## src/design/shp_pkg.sv

```systemverilog
// ----------------------------------------------------------------------------
// shp_pkg
// Shared types and constants for the SOCKS5 handshake parser: protocol bytes,
// result codes, parser phases and the job word passed from front to back.
// ----------------------------------------------------------------------------
package shp_pkg;

   // protocol bytes
   localparam logic [7:0] K_VER     = 8'h05;
   localparam logic [7:0] K_NOAUTH  = 8'h00;
   localparam logic [7:0] K_REJECT  = 8'hFF;
   localparam logic [7:0] K_CONNECT = 8'h01;
   localparam logic [7:0] K_AT_V4   = 8'h01;
   localparam logic [7:0] K_AT_DOM  = 8'h03;
   localparam logic [7:0] K_AT_V6   = 8'h04;
   localparam logic [7:0] K_NOTSUP  = 8'h07;
   localparam logic [7:0] K_SUCCESS = 8'h00;
   localparam logic [7:0] ASCII_A   = 8'h41;
   localparam logic [7:0] ASCII_Z   = 8'h5A;

   // result kinds
   localparam logic [1:0] KIND_REPLY  = 2'd0;
   localparam logic [1:0] KIND_ADDR   = 2'd1;
   localparam logic [1:0] KIND_PORT   = 2'd2;
   localparam logic [1:0] KIND_STATUS = 2'd3;

   // address kinds
   localparam logic [1:0] AK_IPV4   = 2'd0;
   localparam logic [1:0] AK_DOMAIN = 2'd1;
   localparam logic [1:0] AK_IPV6   = 2'd2;

   // session status codes
   localparam logic [3:0] ST_CONT       = 4'd0;
   localparam logic [3:0] ST_SUCCESS    = 4'd1;
   localparam logic [3:0] ST_HTTP       = 4'd2;
   localparam logic [3:0] ST_UNKNOWN    = 4'd3;
   localparam logic [3:0] ST_NO_METHODS = 4'd4;
   localparam logic [3:0] ST_NO_AUTH    = 4'd5;
   localparam logic [3:0] ST_BAD_VER    = 4'd6;
   localparam logic [3:0] ST_BAD_CMD    = 4'd7;
   localparam logic [3:0] ST_BAD_ATYP   = 4'd8;

   // pending request failure, kept in methods_left during the request header
   localparam logic [7:0] PEND_NONE = 8'd0;
   localparam logic [7:0] PEND_VER  = 8'd6;
   localparam logic [7:0] PEND_CMD  = 8'd7;

   localparam logic [7:0] IPV4_LEN = 8'd4;
   localparam logic [7:0] IPV6_LEN = 8'd16;

   // 10-byte reply layout
   localparam logic [3:0] RPL_VER_IDX  = 4'd0;
   localparam logic [3:0] RPL_CODE_IDX = 4'd1;
   localparam logic [3:0] RPL_ATYP_IDX = 4'd3;
   localparam logic [3:0] RPL_LAST_IDX = 4'd9;

   typedef enum logic [11:0] {
      PH_IDLE  = 12'b0000_0000_0001,
      PH_NMETH = 12'b0000_0000_0010,
      PH_METH  = 12'b0000_0000_0100,
      PH_RVER  = 12'b0000_0000_1000,
      PH_RCMD  = 12'b0000_0001_0000,
      PH_RRSV  = 12'b0000_0010_0000,
      PH_RATYP = 12'b0000_0100_0000,
      PH_DLEN  = 12'b0000_1000_0000,
      PH_ADDR  = 12'b0001_0000_0000,
      PH_PHI   = 12'b0010_0000_0000,
      PH_PLO   = 12'b0100_0000_0000,
      PH_DONE  = 12'b1000_0000_0000
   } phase_type;

   typedef enum logic [2:0] {
      OP_STATUS = 3'd0,  // single status-only item
      OP_AUTH   = 3'd1,  // 05 then method byte
      OP_ADDR   = 3'd2,  // one address byte
      OP_PORT   = 3'd3,  // port item then 10-byte reply
      OP_REPLY  = 3'd4   // 10-byte reply alone
   } op_type;

   typedef struct packed {
      op_type      op;
      logic [7:0]  data;       // address byte, method byte or reply code
      logic [15:0] port;
      logic [1:0]  addr_type;
      logic [3:0]  status;     // status carried by the job's final item
   } cmd_type;

endpackage

```

## src/design/shp_if.sv

```systemverilog
// ----------------------------------------------------------------------------
// shp_if
// Valid/ready channels for client bytes in and handshake results out.
// ----------------------------------------------------------------------------
interface shp_req_if;
   logic       valid;
   logic       ready;
   logic [7:0] rx_byte;
   logic       new_session;

   modport source (output valid, output rx_byte, output new_session, input ready);
   modport sink   (input valid, input rx_byte, input new_session, output ready);
endinterface

interface shp_rsp_if;
   logic        valid;
   logic        ready;
   logic [1:0]  out_kind;
   logic [7:0]  out_byte;
   logic [1:0]  addr_type;
   logic [15:0] target_port;
   logic [3:0]  status;
   logic        last;

   modport source (output valid, output out_kind, output out_byte, output addr_type,
                   output target_port, output status, output last, input ready);
   modport sink   (input valid, input out_kind, input out_byte, input addr_type,
                   input target_port, input status, input last, output ready);
endinterface

```

## src/design/socks5_handshake_parser.sv

```systemverilog
// ----------------------------------------------------------------------------
// socks5_handshake_parser
// Server side of a SOCKS5 greeting and CONNECT request, one client byte per
// item, with reply, address, port and status items on the result channel.
// ----------------------------------------------------------------------------
//   channel  dir  payload                                              
//   req_ch   in   rx_byte, new_session                                 
//   rsp_ch   out  out_kind, out_byte, addr_type, target_port, status, last
//
// One client byte is taken per cycle while the job queue has room; results
// leave at one item per cycle while rsp_ch is ready, so a byte that opens
// an 11-item reply holds the result side while the parser runs on into the
// queue. Each result passes through a queue slot and then the output reg.
// Synchronous reset returns the parser to its first-byte phase and empties
// the queue and output stage. Either side may stall without losing items.
// ----------------------------------------------------------------------------
module socks5_handshake_parser #(
   parameter int QUEUE_DEPTH = 4
) (
   input  logic      clock,
   input  logic      reset,
   shp_req_if.sink   req_ch,
   shp_rsp_if.source rsp_ch
);

   shp_pkg::cmd_type push_cmd, head_cmd;
   logic             push, pop, q_empty, q_full;

   shp_front u_front (
      .clock  (clock),
      .reset  (reset),
      .req    (req_ch),
      .q_full (q_full),
      .q_push (push),
      .q_cmd  (push_cmd)
   );

   shp_queue #(
      .DEPTH (QUEUE_DEPTH)
   ) u_queue (
      .clock    (clock),
      .reset    (reset),
      .push     (push),
      .push_cmd (push_cmd),
      .pop      (pop),
      .head     (head_cmd),
      .empty    (q_empty),
      .full     (q_full)
   );

   shp_back u_back (
      .clock   (clock),
      .reset   (reset),
      .head    (head_cmd),
      .q_empty (q_empty),
      .q_pop   (pop),
      .rsp     (rsp_ch)
   );

endmodule

```

## src/design/shp_front.sv

```systemverilog
// ----------------------------------------------------------------------------
// shp_front
// Handshake state machine: takes one client byte per cycle while the queue has
// room, tracks the phase and posts a job for every byte that produces results.
// ----------------------------------------------------------------------------
module shp_front (
   input  logic             clock,
   input  logic             reset,
   shp_req_if.sink          req,
   input  logic             q_full,
   output logic             q_push,
   output shp_pkg::cmd_type q_cmd
);

   shp_pkg::phase_type phase_ff, phase_in, cur_phase;
   logic [7:0] methods_left_ff, methods_left_in, cur_methods_left, meth_dec;
   logic       no_auth_ff, no_auth_in, cur_no_auth;
   logic [1:0] addr_kind_ff, addr_kind_in, cur_addr_kind;
   logic [7:0] addr_left_ff, addr_left_in, cur_addr_left, addr_dec;
   logic [7:0] port_high_ff, port_high_in, cur_port_high;
   logic       accept;
   logic [7:0] b;

   assign req.ready = !q_full;
   assign accept    = req.valid && req.ready;
   assign b         = req.rx_byte;

   // new_session restarts the parser before this byte is looked at
   always_comb begin
      if (req.new_session) begin
         cur_phase        = shp_pkg::PH_IDLE;
         cur_methods_left = '0;
         cur_no_auth      = 1'b0;
         cur_addr_kind    = '0;
         cur_addr_left    = '0;
         cur_port_high    = '0;
      end else begin
         cur_phase        = phase_ff;
         cur_methods_left = methods_left_ff;
         cur_no_auth      = no_auth_ff;
         cur_addr_kind    = addr_kind_ff;
         cur_addr_left    = addr_left_ff;
         cur_port_high    = port_high_ff;
      end
   end

   assign meth_dec = cur_methods_left - 8'd1;
   assign addr_dec = cur_addr_left - 8'd1;

   always_comb begin
      phase_in        = cur_phase;
      methods_left_in = cur_methods_left;
      no_auth_in      = cur_no_auth;
      addr_kind_in    = cur_addr_kind;
      addr_left_in    = cur_addr_left;
      port_high_in    = cur_port_high;
      q_push          = 1'b0;
      q_cmd.op        = shp_pkg::OP_STATUS;
      q_cmd.data      = '0;
      q_cmd.port      = '0;
      q_cmd.status    = shp_pkg::ST_CONT;

      case (cur_phase)
         shp_pkg::PH_IDLE: begin
            if (b == shp_pkg::K_VER) begin
               phase_in = shp_pkg::PH_NMETH;
            end else begin
               phase_in     = shp_pkg::PH_DONE;
               q_push       = 1'b1;
               q_cmd.status = (b >= shp_pkg::ASCII_A && b <= shp_pkg::ASCII_Z) ?
                              shp_pkg::ST_HTTP : shp_pkg::ST_UNKNOWN;
            end
         end
         shp_pkg::PH_NMETH: begin
            if (b == 8'd0) begin
               phase_in     = shp_pkg::PH_DONE;
               q_push       = 1'b1;
               q_cmd.status = shp_pkg::ST_NO_METHODS;
            end else begin
               methods_left_in = b;
               no_auth_in      = 1'b0;
               phase_in        = shp_pkg::PH_METH;
            end
         end
         shp_pkg::PH_METH: begin
            no_auth_in      = cur_no_auth || (b == shp_pkg::K_NOAUTH);
            methods_left_in = meth_dec;
            if (meth_dec == 8'd0) begin
               q_push   = 1'b1;
               q_cmd.op = shp_pkg::OP_AUTH;
               if (no_auth_in) begin
                  q_cmd.data = shp_pkg::K_NOAUTH;
                  phase_in   = shp_pkg::PH_RVER;
               end else begin
                  q_cmd.data   = shp_pkg::K_REJECT;
                  q_cmd.status = shp_pkg::ST_NO_AUTH;
                  phase_in     = shp_pkg::PH_DONE;
               end
            end
         end
         shp_pkg::PH_RVER: begin
            methods_left_in = (b == shp_pkg::K_VER) ? shp_pkg::PEND_NONE : shp_pkg::PEND_VER;
            phase_in        = shp_pkg::PH_RCMD;
         end
         shp_pkg::PH_RCMD: begin
            if (cur_methods_left == shp_pkg::PEND_NONE && b != shp_pkg::K_CONNECT) begin
               methods_left_in = shp_pkg::PEND_CMD;
            end
            phase_in = shp_pkg::PH_RRSV;
         end
         shp_pkg::PH_RRSV: begin
            phase_in = shp_pkg::PH_RATYP;
         end
         shp_pkg::PH_RATYP: begin
            methods_left_in = shp_pkg::PEND_NONE;
            if (cur_methods_left == shp_pkg::PEND_VER) begin
               phase_in     = shp_pkg::PH_DONE;
               q_push       = 1'b1;
               q_cmd.status = shp_pkg::ST_BAD_VER;
            end else if (cur_methods_left == shp_pkg::PEND_CMD) begin
               phase_in     = shp_pkg::PH_DONE;
               q_push       = 1'b1;
               q_cmd.op     = shp_pkg::OP_REPLY;
               q_cmd.data   = shp_pkg::K_NOTSUP;
               q_cmd.status = shp_pkg::ST_BAD_CMD;
            end else if (b == shp_pkg::K_AT_V4) begin
               addr_kind_in = shp_pkg::AK_IPV4;
               addr_left_in = shp_pkg::IPV4_LEN;
               phase_in     = shp_pkg::PH_ADDR;
            end else if (b == shp_pkg::K_AT_DOM) begin
               addr_kind_in = shp_pkg::AK_DOMAIN;
               phase_in     = shp_pkg::PH_DLEN;
            end else if (b == shp_pkg::K_AT_V6) begin
               addr_kind_in = shp_pkg::AK_IPV6;
               addr_left_in = shp_pkg::IPV6_LEN;
               phase_in     = shp_pkg::PH_ADDR;
            end else begin
               phase_in     = shp_pkg::PH_DONE;
               q_push       = 1'b1;
               q_cmd.status = shp_pkg::ST_BAD_ATYP;
            end
         end
         shp_pkg::PH_DLEN: begin
            addr_left_in = b;
            phase_in     = (b == 8'd0) ? shp_pkg::PH_PHI : shp_pkg::PH_ADDR;
         end
         shp_pkg::PH_ADDR: begin
            q_push       = 1'b1;
            q_cmd.op     = shp_pkg::OP_ADDR;
            q_cmd.data   = b;
            addr_left_in = addr_dec;
            if (addr_dec == 8'd0) begin
               phase_in = shp_pkg::PH_PHI;
            end
         end
         shp_pkg::PH_PHI: begin
            port_high_in = b;
            phase_in     = shp_pkg::PH_PLO;
         end
         shp_pkg::PH_PLO: begin
            q_push       = 1'b1;
            q_cmd.op     = shp_pkg::OP_PORT;
            q_cmd.data   = shp_pkg::K_SUCCESS;
            q_cmd.port   = {cur_port_high, b};
            q_cmd.status = shp_pkg::ST_SUCCESS;
            phase_in     = shp_pkg::PH_DONE;
         end
         default: begin
            phase_in = shp_pkg::PH_DONE;
         end
      endcase

      q_cmd.addr_type = addr_kind_in;
      q_push          = q_push && accept;
   end

   always_ff @(posedge clock) begin
      if (reset) begin
         phase_ff        <= shp_pkg::PH_IDLE;
         methods_left_ff <= '0;
         no_auth_ff      <= 1'b0;
         addr_kind_ff    <= '0;
         addr_left_ff    <= '0;
         port_high_ff    <= '0;
      end else if (accept) begin
         phase_ff        <= phase_in;
         methods_left_ff <= methods_left_in;
         no_auth_ff      <= no_auth_in;
         addr_kind_ff    <= addr_kind_in;
         addr_left_ff    <= addr_left_in;
         port_high_ff    <= port_high_in;
      end
   end

   // a byte that ends the session with a bare status leaves the parser finished
   a_status_ends: assert property (@(posedge clock) disable iff (reset)
      q_push && q_cmd.op == shp_pkg::OP_STATUS |=> phase_ff == shp_pkg::PH_DONE)
      else $error("status job posted without finishing the session");

   a_no_push_full: assert property (@(posedge clock) disable iff (reset)
      q_push |-> !q_full)
      else $error("job posted into a full queue");

endmodule

```

## src/design/shp_queue.sv

```systemverilog
// ----------------------------------------------------------------------------
// shp_queue
// Small job FIFO between the parser and the result sequencer.
// ----------------------------------------------------------------------------
module shp_queue #(
   parameter int DEPTH = 4
) (
   input  logic             clock,
   input  logic             reset,
   input  logic             push,
   input  shp_pkg::cmd_type push_cmd,
   input  logic             pop,
   output shp_pkg::cmd_type head,
   output logic             empty,
   output logic             full
);

   localparam int PTR_W = (DEPTH > 1) ? $clog2(DEPTH) : 1;
   localparam int CNT_W = $clog2(DEPTH + 1);

   shp_pkg::cmd_type      slot_ff [DEPTH];
   logic [PTR_W-1:0]      wr_ptr_ff, wr_ptr_in, rd_ptr_ff, rd_ptr_in;
   logic [CNT_W-1:0]      count_ff, count_in;

   assign empty = (count_ff == '0);
   assign full  = (count_ff == CNT_W'(DEPTH));
   assign head  = slot_ff[rd_ptr_ff];

   always_comb begin
      wr_ptr_in = wr_ptr_ff;
      rd_ptr_in = rd_ptr_ff;
      count_in  = count_ff;
      if (push) begin
         wr_ptr_in = (wr_ptr_ff == PTR_W'(DEPTH - 1)) ? '0 : wr_ptr_ff + PTR_W'(1);
      end
      if (pop) begin
         rd_ptr_in = (rd_ptr_ff == PTR_W'(DEPTH - 1)) ? '0 : rd_ptr_ff + PTR_W'(1);
      end
      if (push && !pop) begin
         count_in = count_ff + CNT_W'(1);
      end else if (pop && !push) begin
         count_in = count_ff - CNT_W'(1);
      end
   end

   always_ff @(posedge clock) begin
      if (reset) begin
         wr_ptr_ff <= '0;
         rd_ptr_ff <= '0;
         count_ff  <= '0;
      end else begin
         wr_ptr_ff <= wr_ptr_in;
         rd_ptr_ff <= rd_ptr_in;
         count_ff  <= count_in;
      end
   end

   always_ff @(posedge clock) begin
      if (push) begin
         slot_ff[wr_ptr_ff] <= push_cmd;
      end
   end

   a_no_underflow: assert property (@(posedge clock) disable iff (reset)
      pop |-> !empty)
      else $error("pop from empty job queue");

endmodule

```

## src/design/shp_back.sv

```systemverilog
// ----------------------------------------------------------------------------
// shp_back
// Result sequencer: expands the job at the queue head into result items, one
// per cycle while rsp is ready, through a registered output stage.
// ----------------------------------------------------------------------------
module shp_back (
   input  logic             clock,
   input  logic             reset,
   input  shp_pkg::cmd_type head,
   input  logic             q_empty,
   output logic             q_pop,
   shp_rsp_if.source        rsp
);

   logic [3:0]  idx_ff, idx_in, rpl_idx;
   logic        load;
   logic        rsp_valid_ff, rsp_valid_in;
   logic [1:0]  kind_ff, kind_c;
   logic [7:0]  byte_ff, byte_c, rpl_byte;
   logic [1:0]  atype_ff;
   logic [15:0] port_ff, port_c;
   logic [3:0]  status_ff, status_c;
   logic        last_ff, last_c;

   // the port job carries its port item ahead of the 10-byte reply
   assign rpl_idx = (head.op == shp_pkg::OP_PORT) ? idx_ff - 4'd1 : idx_ff;

   always_comb begin
      case (rpl_idx)
         shp_pkg::RPL_VER_IDX:  rpl_byte = shp_pkg::K_VER;
         shp_pkg::RPL_CODE_IDX: rpl_byte = head.data;
         shp_pkg::RPL_ATYP_IDX: rpl_byte = shp_pkg::K_AT_V4;
         default:               rpl_byte = 8'h00;
      endcase
   end

   always_comb begin
      kind_c   = shp_pkg::KIND_REPLY;
      byte_c   = '0;
      port_c   = '0;
      status_c = shp_pkg::ST_CONT;
      last_c   = 1'b1;
      case (head.op)
         shp_pkg::OP_STATUS: begin
            kind_c   = shp_pkg::KIND_STATUS;
            status_c = head.status;
         end
         shp_pkg::OP_AUTH: begin
            last_c = (idx_ff != 4'd0);
            if (idx_ff == 4'd0) begin
               byte_c = shp_pkg::K_VER;
            end else begin
               byte_c   = head.data;
               status_c = head.status;
            end
         end
         shp_pkg::OP_ADDR: begin
            kind_c = shp_pkg::KIND_ADDR;
            byte_c = head.data;
         end
         shp_pkg::OP_PORT, shp_pkg::OP_REPLY: begin
            if (head.op == shp_pkg::OP_PORT && idx_ff == 4'd0) begin
               kind_c = shp_pkg::KIND_PORT;
               port_c = head.port;
               last_c = 1'b0;
            end else begin
               byte_c   = rpl_byte;
               last_c   = (rpl_idx == shp_pkg::RPL_LAST_IDX);
               status_c = last_c ? head.status : shp_pkg::ST_CONT;
            end
         end
         default: begin
            kind_c = shp_pkg::KIND_STATUS;
         end
      endcase
   end

   assign load         = !q_empty && (!rsp_valid_ff || rsp.ready);
   assign q_pop        = load && last_c;
   assign rsp_valid_in = load || (rsp_valid_ff && !rsp.ready);
   assign idx_in       = last_c ? 4'd0 : idx_ff + 4'd1;

   always_ff @(posedge clock) begin
      if (reset) begin
         rsp_valid_ff <= 1'b0;
         idx_ff       <= '0;
      end else begin
         rsp_valid_ff <= rsp_valid_in;
         if (load) begin
            idx_ff <= idx_in;
         end
      end
   end

   always_ff @(posedge clock) begin
      if (load) begin
         kind_ff   <= kind_c;
         byte_ff   <= byte_c;
         atype_ff  <= head.addr_type;
         port_ff   <= port_c;
         status_ff <= status_c;
         last_ff   <= last_c;
      end
   end

   assign rsp.valid       = rsp_valid_ff;
   assign rsp.out_kind    = kind_ff;
   assign rsp.out_byte    = byte_ff;
   assign rsp.addr_type   = atype_ff;
   assign rsp.target_port = port_ff;
   assign rsp.status      = status_ff;
   assign rsp.last        = last_ff;

   // a job leaves the queue only with its final item
   a_pop_on_last: assert property (@(posedge clock) disable iff (reset)
      q_pop |=> rsp_valid_ff && last_ff)
      else $error("job retired without its final item");

   a_idx_range: assert property (@(posedge clock) disable iff (reset)
      load && !last_c |=> idx_ff != 4'd0 && idx_ff <= shp_pkg::RPL_LAST_IDX + 4'd1)
      else $error("item counter out of step with the job");

endmodule

```

## src/flat_wrapper.sv

```systemverilog
// flat-port wrapper written by rule: the top's interface ports become plain ports
module socks5_handshake_parser_flat 
#(
   parameter int QUEUE_DEPTH = 4
)
  (clock, reset, req_ch_valid, req_ch_rx_byte, req_ch_new_session, req_ch_ready, rsp_ch_valid, rsp_ch_out_kind, rsp_ch_out_byte, rsp_ch_addr_type, rsp_ch_target_port, rsp_ch_status, rsp_ch_last, rsp_ch_ready);
  shp_req_if req_ch_i ();
  shp_rsp_if rsp_ch_i ();
  input  logic clock;
  input  logic reset;
  input wire logic [$bits(req_ch_i.valid)-1:0] req_ch_valid;
  input wire logic [$bits(req_ch_i.rx_byte)-1:0] req_ch_rx_byte;
  input wire logic [$bits(req_ch_i.new_session)-1:0] req_ch_new_session;
  output wire logic [$bits(req_ch_i.ready)-1:0] req_ch_ready;
  output wire logic [$bits(rsp_ch_i.valid)-1:0] rsp_ch_valid;
  output wire logic [$bits(rsp_ch_i.out_kind)-1:0] rsp_ch_out_kind;
  output wire logic [$bits(rsp_ch_i.out_byte)-1:0] rsp_ch_out_byte;
  output wire logic [$bits(rsp_ch_i.addr_type)-1:0] rsp_ch_addr_type;
  output wire logic [$bits(rsp_ch_i.target_port)-1:0] rsp_ch_target_port;
  output wire logic [$bits(rsp_ch_i.status)-1:0] rsp_ch_status;
  output wire logic [$bits(rsp_ch_i.last)-1:0] rsp_ch_last;
  input wire logic [$bits(rsp_ch_i.ready)-1:0] rsp_ch_ready;
  assign req_ch_i.valid = req_ch_valid;
  assign req_ch_i.rx_byte = req_ch_rx_byte;
  assign req_ch_i.new_session = req_ch_new_session;
  assign req_ch_ready = req_ch_i.ready;
  assign rsp_ch_valid = rsp_ch_i.valid;
  assign rsp_ch_out_kind = rsp_ch_i.out_kind;
  assign rsp_ch_out_byte = rsp_ch_i.out_byte;
  assign rsp_ch_addr_type = rsp_ch_i.addr_type;
  assign rsp_ch_target_port = rsp_ch_i.target_port;
  assign rsp_ch_status = rsp_ch_i.status;
  assign rsp_ch_last = rsp_ch_i.last;
  assign rsp_ch_i.ready = rsp_ch_ready;
  socks5_handshake_parser #(.QUEUE_DEPTH(QUEUE_DEPTH)) u_core (.clock(clock), .reset(reset), .req_ch(req_ch_i), .rsp_ch(rsp_ch_i));
endmodule
```

## config.mk

```make
export PLATFORM = sky130hd
export DESIGN_NAME = socks5_handshake_parser_flat
export DESIGN_NICKNAME = d
export VERILOG_FILES = /design/src/design/shp_pkg.sv /design/src/design/shp_if.sv /design/src/design/socks5_handshake_parser.sv /design/src/design/shp_front.sv /design/src/design/shp_queue.sv /design/src/design/shp_back.sv /design/src/flat_wrapper.sv
export SDC_FILE = /design/constraint.sdc
export NUM_CORES = 1
export LEC_CHECK = 0
export BUFFER_PORTS_ARGS = -buffer_cell sky130_fd_sc_hd__buf_2
export CAP_MARGIN = 20
export CORE_MARGIN = 2
export CORE_UTILIZATION = 55
export DETAILED_ROUTE_END_ITERATION = 7
export GPL_TIMING_DRIVEN = 0
export PLACE_DENSITY = 0.75
export SETUP_SLACK_MARGIN = 0.3
export SYNTH_ARGS = -nofsm -noshare
export SYNTH_HDL_FRONTEND = slang
export SYNTH_HIERARCHICAL = 1
export SYNTH_SLANG_ARGS = --single-unit
```

## constraint.sdc

```tcl
create_clock -name clock -period 4.5 [get_ports clock]
set_clock_uncertainty 0.05 [all_clocks]
set_input_delay 0.675 -clock clock [delete_from_list [all_inputs] [get_ports clock]]
set_output_delay 0.675 -clock clock [all_outputs]
set_load 0.01 [all_outputs]
```

==> results of run 1 <==
==> state kept, by name, summed over array words and instances (netlist names), 2 cells and up, named ones only <==
register                        cells
u_core/u_back/rsp.target_port      16
u_core/u_queue/slot_ff            132
u_core/u_back/rsp.out_kind          2
u_core/u_front/port_high_ff         8
u_core/u_back/idx_ff                4
u_core/u_queue/rd_ptr_ff            2
u_core/u_queue/wr_ptr_ff            2
u_core/u_front/methods_left_ff      8
u_core/u_front/addr_left_ff         8
u_core/u_front/addr_kind_ff         2
u_core/u_back/rsp.addr_type         2
u_core/u_front/phase_ff            12
u_core/u_back/rsp.out_byte          8
u_core/u_back/rsp.status            4
u_core/u_queue/count_ff             3
==> cell usage in the layout, fill, tap and decap left out, types with 11 or more instances in the layout <==
| cell | n |
|---|---|
| edfxtp_1 | 165 |
| buf_2 | 54 |
| dfxtp_1 | 53 |
| nor2_1 | 47 |
| nand2_1 | 44 |
| and2_1 | 39 |
| a21oi_1 | 35 |
| clkbuf_1 | 32 |
| mux4_2 | 30 |
| o21ai_0 | 25 |
| clkbuf_16 | 24 |
| nor3_1 | 21 |
| inv_1 | 17 |
| nand3_1 | 14 |
| ha_1 | 14 |
| a22oi_1 | 14 |
| nor2b_1 | 13 |
| a21o_1 | 13 |
| or3_1 | 11 |
| a211oi_1 | 11 |
==> power by group through the flow <==
| stage | Sequential (mW) | Combinational (mW) | Clock [mW] |
|---|---|---|---|
| floorplan | 2.72 | 1.04 | 0 |
| global placement | 2.64 | 1.52 | 0 |
| detailed placement | 2.65 | 1.60 | 0 |
| CTS | 2.61 | 1.61 | 1.91 |
| global route | 2.64 | 1.74 | 1.99 |
| finish | 2.61 | 1.60 | 1.87 |
==> final cells by class <==
type,instances,area [sq um],share of cell area (%)
Buffer,51,290,2.53
Clock buffer,25,604,5.26
Clock inverter,18,158,1.37
Inverter,17,63.8,0.555
Multi-Input combinational cell,494,3820,33.2
Sequential cell,218,6020,52.4
Tap cell,229,287,2.49
Timing Repair Buffer,46,253,2.20
==> layer usage <==
layer	up-vias	GRT usage, %	wire (microns)
met4	0	6.84	518
met1	3430	33.3	10000
met3	47	3.23	1560
met2	280	40.6	11500
met5	-	0	0
li1	3147	-	-
==> through the flow <==
stage | worst slack, ns | hold WS (ns) | TNS, ns | instances
6_report | 0.567 | 0.438 | 0 | 1098
5_1_grt | 0.348 | 0.462 | 0 | 1098
4_1_cts | 0.351 | 0.439 | 0 | 1098
3_5_place_dp | -0.334 | 0.428 | -27.24 | 1055
3_3_place_gp | -0.737 | 0.413 | -94.96 | 1054
2_1_floorplan | 0.730 | 0.391 | 0 | 780
==> worst reg2reg max path, cell delays in order, from the launching register on <==
cell,delay (ns)
dfxtp_1,0.31
clkbuf_1,0.25
clkbuf_4,0.32
mux4_2,0.31
buf_2,0.18
nand3b_1,0.12
buf_2,0.24
a21oi_1,0.11
o221ai_2,0.38
a21oi_1,0.20
inv_1,0.13
ha_1,0.21
inv_1,0.07
fa_1,0.38
xor2_1,0.16
or3_1,0.31
a21oi_1,0.15
==> cell families (layout without fill, tap and decap cells) <==
family / after synthesis / after routing / synth area share (%)
and+or+nand+nor: 271 / 271 / 15.3
DFF: 218 / 218 / 59.3
AOI/OAI and AO/OA: 154 / 154 / 10.7
buffers and inverters: 68 / 157 / 3.45
muxes: 42 / 42 / 8.33
adders and majority gates: 15 / 15 / 1.92
xor gates and xnor gates: 12 / 12 / 1.04
==> worst paths after layout <==
path,slack [ns],end,cells after the start,start
worst max-delay path,0.57,u_core/u_queue/count_ff[2],16,flip-flop
worst min-delay path,0.44,u_core/u_front/port_high_ff[0],2,u_core/u_front/port_high_ff[0]
worst max register to register,0.57,u_core/u_queue/count_ff[2],16,flip-flop
worst min register to register,0.44,u_core/u_front/port_high_ff[0],2,u_core/u_front/port_high_ff[0]
==> what timing repair did <==
item	4_1_cts	5_1_grt
endpoints found under the hold margin	0	0
cloned	0	0
endpoints found under the setup margin	134	133
gates resized for setup	3	6
==> impl_metrics.yaml, run 1 <==
floorplan:
  start_util_pct: 56.3
  die_area_sq_mm: 0.0195
  core_region_area_sq_mm: 0.0180
  pin_count: 48
  rows: 49
  die_w_microns: 140
  fp.dieH_microns: 140
global_route:
  grt_overflow: 0
  grt_pass1_vias: 6920
  antenna_found_initial: 0
  grt_max_degree: 34
  grt_pass1_wl_mm: 37.4
  track_usage_pct: 24.1
setup_path:
  end_kind: "flip-flop"
  cp_top_family: "buffers and inverters"
  arrival_ns: 4.32
  crit_path_frequent_cell: "a21oi_1"
  crit_buf_inv: 6
  cp_cell_sequence: "clkbuf_1, clkbuf_4, mux4_2, buf_2, nand3b_1, buf_2, a21oi_1, o221ai_2, a21oi_1, inv_1, ha_1, inv_1, fa_1, xor2_1, or3_1, a21oi_1"
  critPathMaxFanout: 10
  crit_type: "flip-flop to flip-flop"
  cp-start-kind: "flip-flop"
  cpPeakStageDelay_ns: 0.38
  required_ns: 4.89
  critPathSlowestCell: "o221ai_2"
run_status:
  status: "complete, no violations"
cts:
  cts_root_buf: "clkbuf_16"
  cts_tree: "yes"
  clk_pin_slew_ns: 0.06
  post-cts-setup-buffer-count: 0
  clockBufferDepth: 3
  cts-buffers-inserted: 24
  clk_latency_ns: 0.52
  cts_htree_levels: 1
  hold_buffers: 0
  cts_sinks: 218
yosys:
  yosys.cell_types.count: 82
  synth-edff-count: 165
  synthCells: 780
  ys.flop_type: "edfxtp_1"
  synth_common_cells: "edfxtp_1, dfxtp_1, nor2_1"
  synth_top_cells_by_area: "edfxtp_1, dfxtp_1, mux4_2"
  syn-num-nets: 808
  netlist.area_leader.share_pct: 48.8
  yosys.cell_count.top_type: "edfxtp_1"
  yosysTopAreaCell: "edfxtp_1"
  syn_area_per_cell_sq_um: 13.0
  yosysSeqAreaShare_pct: 59.3
  synth-seq-cells: 218
  yosys_warnings: 6
  syn_area_sq_mm: 0.0101
  ys_async_sr_fraction_pct: 0
timing:
  worst_pin_slew_ns: 0.991
  slew_headroom_pct: 33.9
  drv_slew: 0
  rsz0062_at_grt: "no"
  min_period_ns: 3.93
  hold_violations: 0
  finalSetupViolCount: 0
  fin_crit_sh_pct: 87.4
  fmax_mhz: 254
detailed_routing:
  avgRoutedWirePerCell_microns: 21.5
  first_pass_iters: 5
  num_vias: 6904
  drc: 0
  wl_mm: 23.6
  drt_first_iter_violations: 553
  vias_per_cell: 6.29
  final_antenna_net_count: 0
power:
  internal_power_mw: 4.32
  p_sw_mw: 1.76
  leakage_nw: 4.09
  pwr_density_cell_mw_per_mm2: 530
  seq_power_share_pct: 42.9
  p_sw_share_pct: 28.9
  p_total_mw: 6.08
  max-vdd-ir-drop_mv: 0.534
  power_frac_comb_pct: 26.4
  p_clk_share_pct: 30.7
cells_and_area:
  drive_gt1_share_pct: 18.4
  final_core_util_pct: 63.7
  final_net_count: 880
  syn_to_final_growth_pct: 13.3
  finalInstanceArea_sq_mm: 0.0115
  antenna_cells: 0
  fillers: 1348
placement:
  portBuffers: 45
  place.gp.congestion: 0.912
  hpwlAfterDp_mm: 16.3
  post_dp_cell_area_sq_mm: 0.0107
min_path:
  hp-class: "flip-flop to flip-flop"
flow_run:
  maxCapViolCount: 0
Note: power is estimated with default switching activity, not from simulation.
==> run 2, diff against run 1 <==
- ABC_AREA: not set -> 1
- PLACE_DENSITY: 0.75 -> 0.77
==> run 2 against run 1 <==
Net effect:
- non-clock buffer count decreased by 10
- maximum frequency grew 8.2%
- synthesized area grew 1.9%
- critical path depth increased by 4
- routed wire length up 3.3%
- power up 3.7%
- synthesized cell count rose by 43%
- critical endpoint unchanged
==> impl_metrics.yaml, run 2 <==
timing:
  rsz0062_at_grt: "no"
  fmax_mhz: 275
  whs_ns: 0.426
  fin_crit_sh_pct: 80.8
  min_period_ns: 3.64
  hold_violations: 0
  slew_headroom_pct: 39.4
  worst_pin_slew_ns: 0.901
  drv_slew: 0
  finalSetupViolCount: 0
setup_path:
  critPathMaxFanout: 10
  crit_type: "flip-flop to flip-flop"
  end_kind: "flip-flop"
  cp-start-kind: "flip-flop"
  critPathSlowestCell: "o22ai_1"
  crit_path_frequent_cell: "inv_1"
  cp_top_family: "simple AND/OR/NAND/NOR gates"
  required_ns: 4.90
  crit_buf_inv: 6
  cp_cell_sequence: "inv_2, buf_2, o21ai_0, o22ai_1, nand3_2, nor2_1, nor2_2, nand3_2, nand3_2, nand2_2, inv_1, inv_1, ha_1, inv_1, fa_1, nand2_1, nand3_1, nand2_1, inv_1, nor2_1"
  cpPeakStageDelay_ns: 0.49
  arrival_ns: 4.04
power:
  internal_power_mw: 4.25
  pwr_density_cell_mw_per_mm2: 542
  p_clk_share_pct: 28.9
  max-vdd-ir-drop_mv: 0.309
  leakage_nw: 4.90
  p_sw_mw: 2.06
  p_sw_share_pct: 32.6
  power_frac_comb_pct: 28.8
  seq_power_share_pct: 42.3
global_route:
  grt_max_degree: 34
  track_usage_pct: 24.6
  grt_pass1_wl_mm: 38.6
  antenna_found_initial: 0
  grt_overflow: 0
  grt_pass1_vias: 7626
cts:
  hold_buffers: 0
  cts_htree_levels: 1
  cts_sinks: 218
  cts_tree: "yes"
  clk_latency_ns: 0.52
  clockBufferDepth: 3
  post-cts-setup-buffer-count: 0
  cts_root_buf: "clkbuf_16"
  clk_pin_slew_ns: 0.06
  post_cts_resized: 0
  cts-buffers-inserted: 23
cells_and_area:
  final_net_count: 1214
  final_core_util_pct: 62.7
  mostFrequentLayoutCell: "nor2_1"
  top_register: "u_core/u_queue/slot_ff"
  syn_to_final_growth_pct: 12.6
  layout_common_cells: "nor2_1, nand2_1, edfxtp_1"
  largest_register_ff_count: 132
  antenna_cells: 0
  drive_gt1_share_pct: 12.6
placement:
  portBuffers: 47
  hpwlAfterDp_mm: 16.4
  place.gp.congestion: 0.956
detailed_routing:
  avgRoutedWirePerCell_microns: 17.0
  final_antenna_net_count: 0
  wl_mm: 24.4
  first_pass_iters: 5
  vias_per_cell: 5.65
  drc: 0
  drt_first_iter_violations: 851
  num_vias: 8116
yosys:
  netlist.area_leader.share_pct: 47.9
  synth-edff-count: 165
  yosys.cell_types.count: 43
  synthCells: 1112
  yosys_warnings: 6
  syn_area_sq_mm: 0.0103
  syn_area_per_cell_sq_um: 9.30
  synth-seq-cells: 218
  synth_top_cells_by_area: "edfxtp_1, dfxtp_1, nor2_1"
  ys_async_sr_fraction_pct: 0
  ys.flop_type: "edfxtp_1"
  yosys.cell_count.top_type: "nor2_1"
  syn-num-nets: 1140
  synth_common_cells: "nor2_1, nand2_1, edfxtp_1"
  yosysSeqAreaShare_pct: 58.2
  yosysTopAreaCell: "edfxtp_1"
floorplan:
  die_w_microns: 141
  fp.dieH_microns: 141
  core_region_area_sq_mm: 0.0186
  die_area_sq_mm: 0.0199
  rows: 50
  pin_count: 48
  start_util_pct: 55.6
min_path:
  hp-class: "input port to flip-flop"
run_status:
  status: "complete, no violations"
flow_run:
  maxCapViolCount: 0
[run 2: cell type report]
cell class | instances | area [sq um]
Fill cell | 1512 | 6940
Sequential cell | 218 | 6020
Multi-Input combinational cell | 724 | 3580
Clock buffer | 34 | 627
Inverter | 132 | 495
Tap cell | 234 | 293
Timing Repair Buffer | 49 | 283
Buffer | 38 | 251
Clock inverter | 7 | 96.3
[run 2: kinds of logic after synthesis]
group                    after synthesis  share of synthesized area (%)
AND/OR/NAND/NOR                      471                           19.6
XOR/XNOR                               8                          0.678
flip-flops                           218                           58.2
buffers and inverters                170                           7.23
AO/OA/AOI/OAI                        230                           12.4
adder cells (fa/ha/maj)               15                           1.89
[run 2: worst reg2reg max path, stage by stage, from the launching register on]
cell	delay, ns
dfxtp_1	0.39
inv_2	0.14
buf_2	0.23
o21ai_0	0.13
o22ai_1	0.49
nand3_2	0.26
nor2_1	0.25
nor2_2	0.10
nand3_2	0.10
nand3_2	0.09
nand2_2	0.11
inv_1	0.10
inv_1	0.13
ha_1	0.18
inv_1	0.07
fa_1	0.38
nand2_1	0.11
nand3_1	0.07
nand2_1	0.06
inv_1	0.03
nor2_1	0.09
[run 2: power groups by stage]
stage          logic [mW]  clock network (mW)  registers (mW)
2_1_floorplan        1.14                   0            2.79
3_3_place_gp         1.72                   0            2.71
3_5_place_dp         1.80                   0            2.71
4_1_cts              1.82                1.84            2.67
5_1_grt              2.03                1.93            2.70
6_report             1.82                1.82            2.67
[run 2: path summary, 6_finish.rpt]
check,startpoint,to,slack [ns],cells past startpoint
worst max-delay path,flip-flop,u_core/u_queue/count_ff[2],0.86,20
worst min-delay path,rsp_ch_ready,u_core/u_back/rsp.valid,0.43,4
worst max register to register,flip-flop,u_core/u_queue/count_ff[2],0.86,20
worst min register to register,u_core/u_front/no_auth_ff,u_core/u_front/no_auth_ff,0.43,2
[run 2: metrics by stage]
| step | instances | setup TNS [ns] | setup WS, ns | total power [mW] | cell area (sq um) |
|---|---|---|---|---|---|
| CTS | 1436 | 0 | 0.872 | 6.33 | 11600 |
| global placement | 1393 | -0.486 | -0.0170 | 4.43 | 10900 |
| global route | 1436 | 0 | 0.557 | 6.65 | 11600 |
| detailed placement | 1395 | 0 | 0.362 | 4.51 | 10900 |
| finish | 1436 | 0 | 0.864 | 6.31 | 11600 |
| floorplan | 1112 | 0 | 1.06 | 3.93 | 10300 |
[run 2: routing by layer]
| layer | routed length, microns | GRT usage, % |
|---|---|---|
| met5 | 0 | 0 |
| met4 | 687 | 9.37 |
| met3 | 1930 | 4.04 |
| met2 | 11900 | 41.6 |
| met1 | 9920 | 31.9 |
==> run 3, diff against run 2 <==
- clock period: 4.5 -> 3.55 ns (I/O delays scaled with it)
==> run 3 against run 2 <==
Net effect:
- first-iteration DRC count rose by 7.3%
- power up 31%
- die area did not move
- core utilization grew 2.0 points
- largest cell class unchanged
- largest power group unchanged
- highest routed layer unchanged
==> impl_metrics.yaml, run 3 (same netlist as run 2, synthesis figures left out) <==
placement:
  portBuffers: 47
  place.gp.congestion: 1.00
  hpwlAfterDp_mm: 16.6
cts:
  cts_sinks: 218
  cts_root_buf: "clkbuf_16"
  clockBufferDepth: 3
  cts_htree_levels: 1
  cts-buffers-inserted: 23
  cts_tree: "yes"
  clk_latency_ns: 0.51
  clk_pin_slew_ns: 0.06
timing:
  finalSetupViolCount: 0
  slew_headroom_pct: 38.5
  tns_ns: 0
  min_period_ns: 3.14
  hold_violations: 0
  fmax_mhz: 318
  whs_ns: 0.282
  rsz0062_at_grt: "yes"
  drv_slew: 0
  worst_pin_slew_ns: 0.914
  fin_crit_sh_pct: 88.6
min_path:
  hp-class: "input port to flip-flop"
  worstHoldStart: "rsp_ch_ready"
detailed_routing:
  num_vias: 8398
  drt_first_iter_violations: 913
  vias_per_cell: 5.76
  drc: 0
  wl_mm: 26.5
  avgRoutedWirePerCell_microns: 18.2
  final_antenna_net_count: 0
  first_pass_iters: 6
cells_and_area:
  drive_gt1_share_pct: 15.7
  layout_common_cells: "nor2_1, nand2_1, edfxtp_1"
  fillers: 1375
  largest_register_ff_count: 132
  final_core_util_pct: 64.7
  top_register: "u_core/u_queue/slot_ff"
  antenna_cells: 0
  final_net_count: 1235
  mostFrequentLayoutCell: "nor2_1"
  syn_to_final_growth_pct: 16.3
floorplan:
  start_util_pct: 55.6
  rows: 50
  core_region_area_sq_mm: 0.0186
  pin_count: 48
  die_w_microns: 141
  die_area_sq_mm: 0.0199
  fp.dieH_microns: 141
global_route:
  grt_max_degree: 33
  antenna_found_initial: 0
  track_usage_pct: 25.8
  grt_pass1_wl_mm: 40.2
  grt_pass1_vias: 7734
  grt_overflow: 0
setup_path:
  cp-start-kind: "flip-flop"
  crit_path_frequent_cell: "inv_2"
  cp_top_family: "simple AND/OR/NAND/NOR gates"
  required_ns: 3.90
  arrival_ns: 3.50
  critPathMaxFanout: 10
  cp_cell_sequence: "buf_12, buf_12, nor2_1, o22ai_4, inv_2, nand3_4, o21ai_1, nand2_1, nand3_2, nand3_2, nand2_2, inv_2, inv_2, ha_1, inv_2, fa_1, inv_1, nand2_1, nand3_1, nand2_1, inv_1, nor2_1"
  end_kind: "flip-flop"
  crit_type: "flip-flop to flip-flop"
  cpPeakStageDelay_ns: 0.38
  crit_buf_inv: 8
  critPathSlowestCell: "dfxtp_4"
flow_run:
  maxCapViolCount: 0
power:
  p_total_mw: 8.26
  pwr_density_cell_mw_per_mm2: 686
  max-vdd-ir-drop_mv: 0.299
  leakage_nw: 4.93
run_status:
  status: "complete, no violations"
==> run 3: area by class of cell <==
cell class,instances,area [sq um],share of cell area [%]
tap,234,293,2.43
clock buffer,36,664,5.52
multi-input combinational,724,3660,30.5
timing repair buffer,66,487,4.05
inverter,132,515,4.29
clock inverter,5,61.3,0.510
timing repair inverter,4,30.0,0.250
sequential,218,6020,50.1
buffer,38,289,2.40
==> run 3: worst min-delay path: stages <==
cell and delay, ns:
buf_2 0.08, inv_1 0.06, nand2_1 0.06, a21oi_1 0.05
==> run 3: path summary, 6_finish.rpt <==
kind,end,slack [ns],cells after the start
worst max register to register,u_core/u_queue/count_ff[2],0.41,22
worst min register to register,u_core/u_front/no_auth_ff,0.42,2
worst max-delay path,u_core/u_queue/count_ff[2],0.41,22
worst min-delay path,u_core/u_back/rsp.valid,0.28,4
==> run 3: routing by layer <==
layer / vias to the layer above / track usage [%] / wire (microns)
met4: 0 / 10.2 / 862
met1: 3883 / 34.1 / 10500
met2: 482 / 43.2 / 12600
met5: - / 0 / 0
li1: 3971 / - / -
met3: 62 / 3.80 / 2600
==> run 3: stage by stage <==
step,instances,instance area (sq um),worst slack (ns)
finish,1457,12000,0.405
global route,1457,12000,0.152
CTS,1442,11700,0.283
detailed placement,1394,10900,-0.429
global placement,1393,10900,-0.352
floorplan,1112,10400,0.363
==> run 3: report_power, final <==
part           internal [mW]  switching [mW]  total (mW)
registers               3.24           0.142        3.39
clock network           1.36           0.954        2.32
logic                  0.921            1.63        2.55
total                   5.53            2.73        8.26
==> run 3: what timing repair did <==
action | 4_1_cts | 5_1_grt
pin swaps | 2 | 6
hold buffers | 0 | 0
cloned | 4 | 1
resized for setup | 12 | 34
setup endpoints to repair | 134 | 134
buffers inserted | 3 | 14
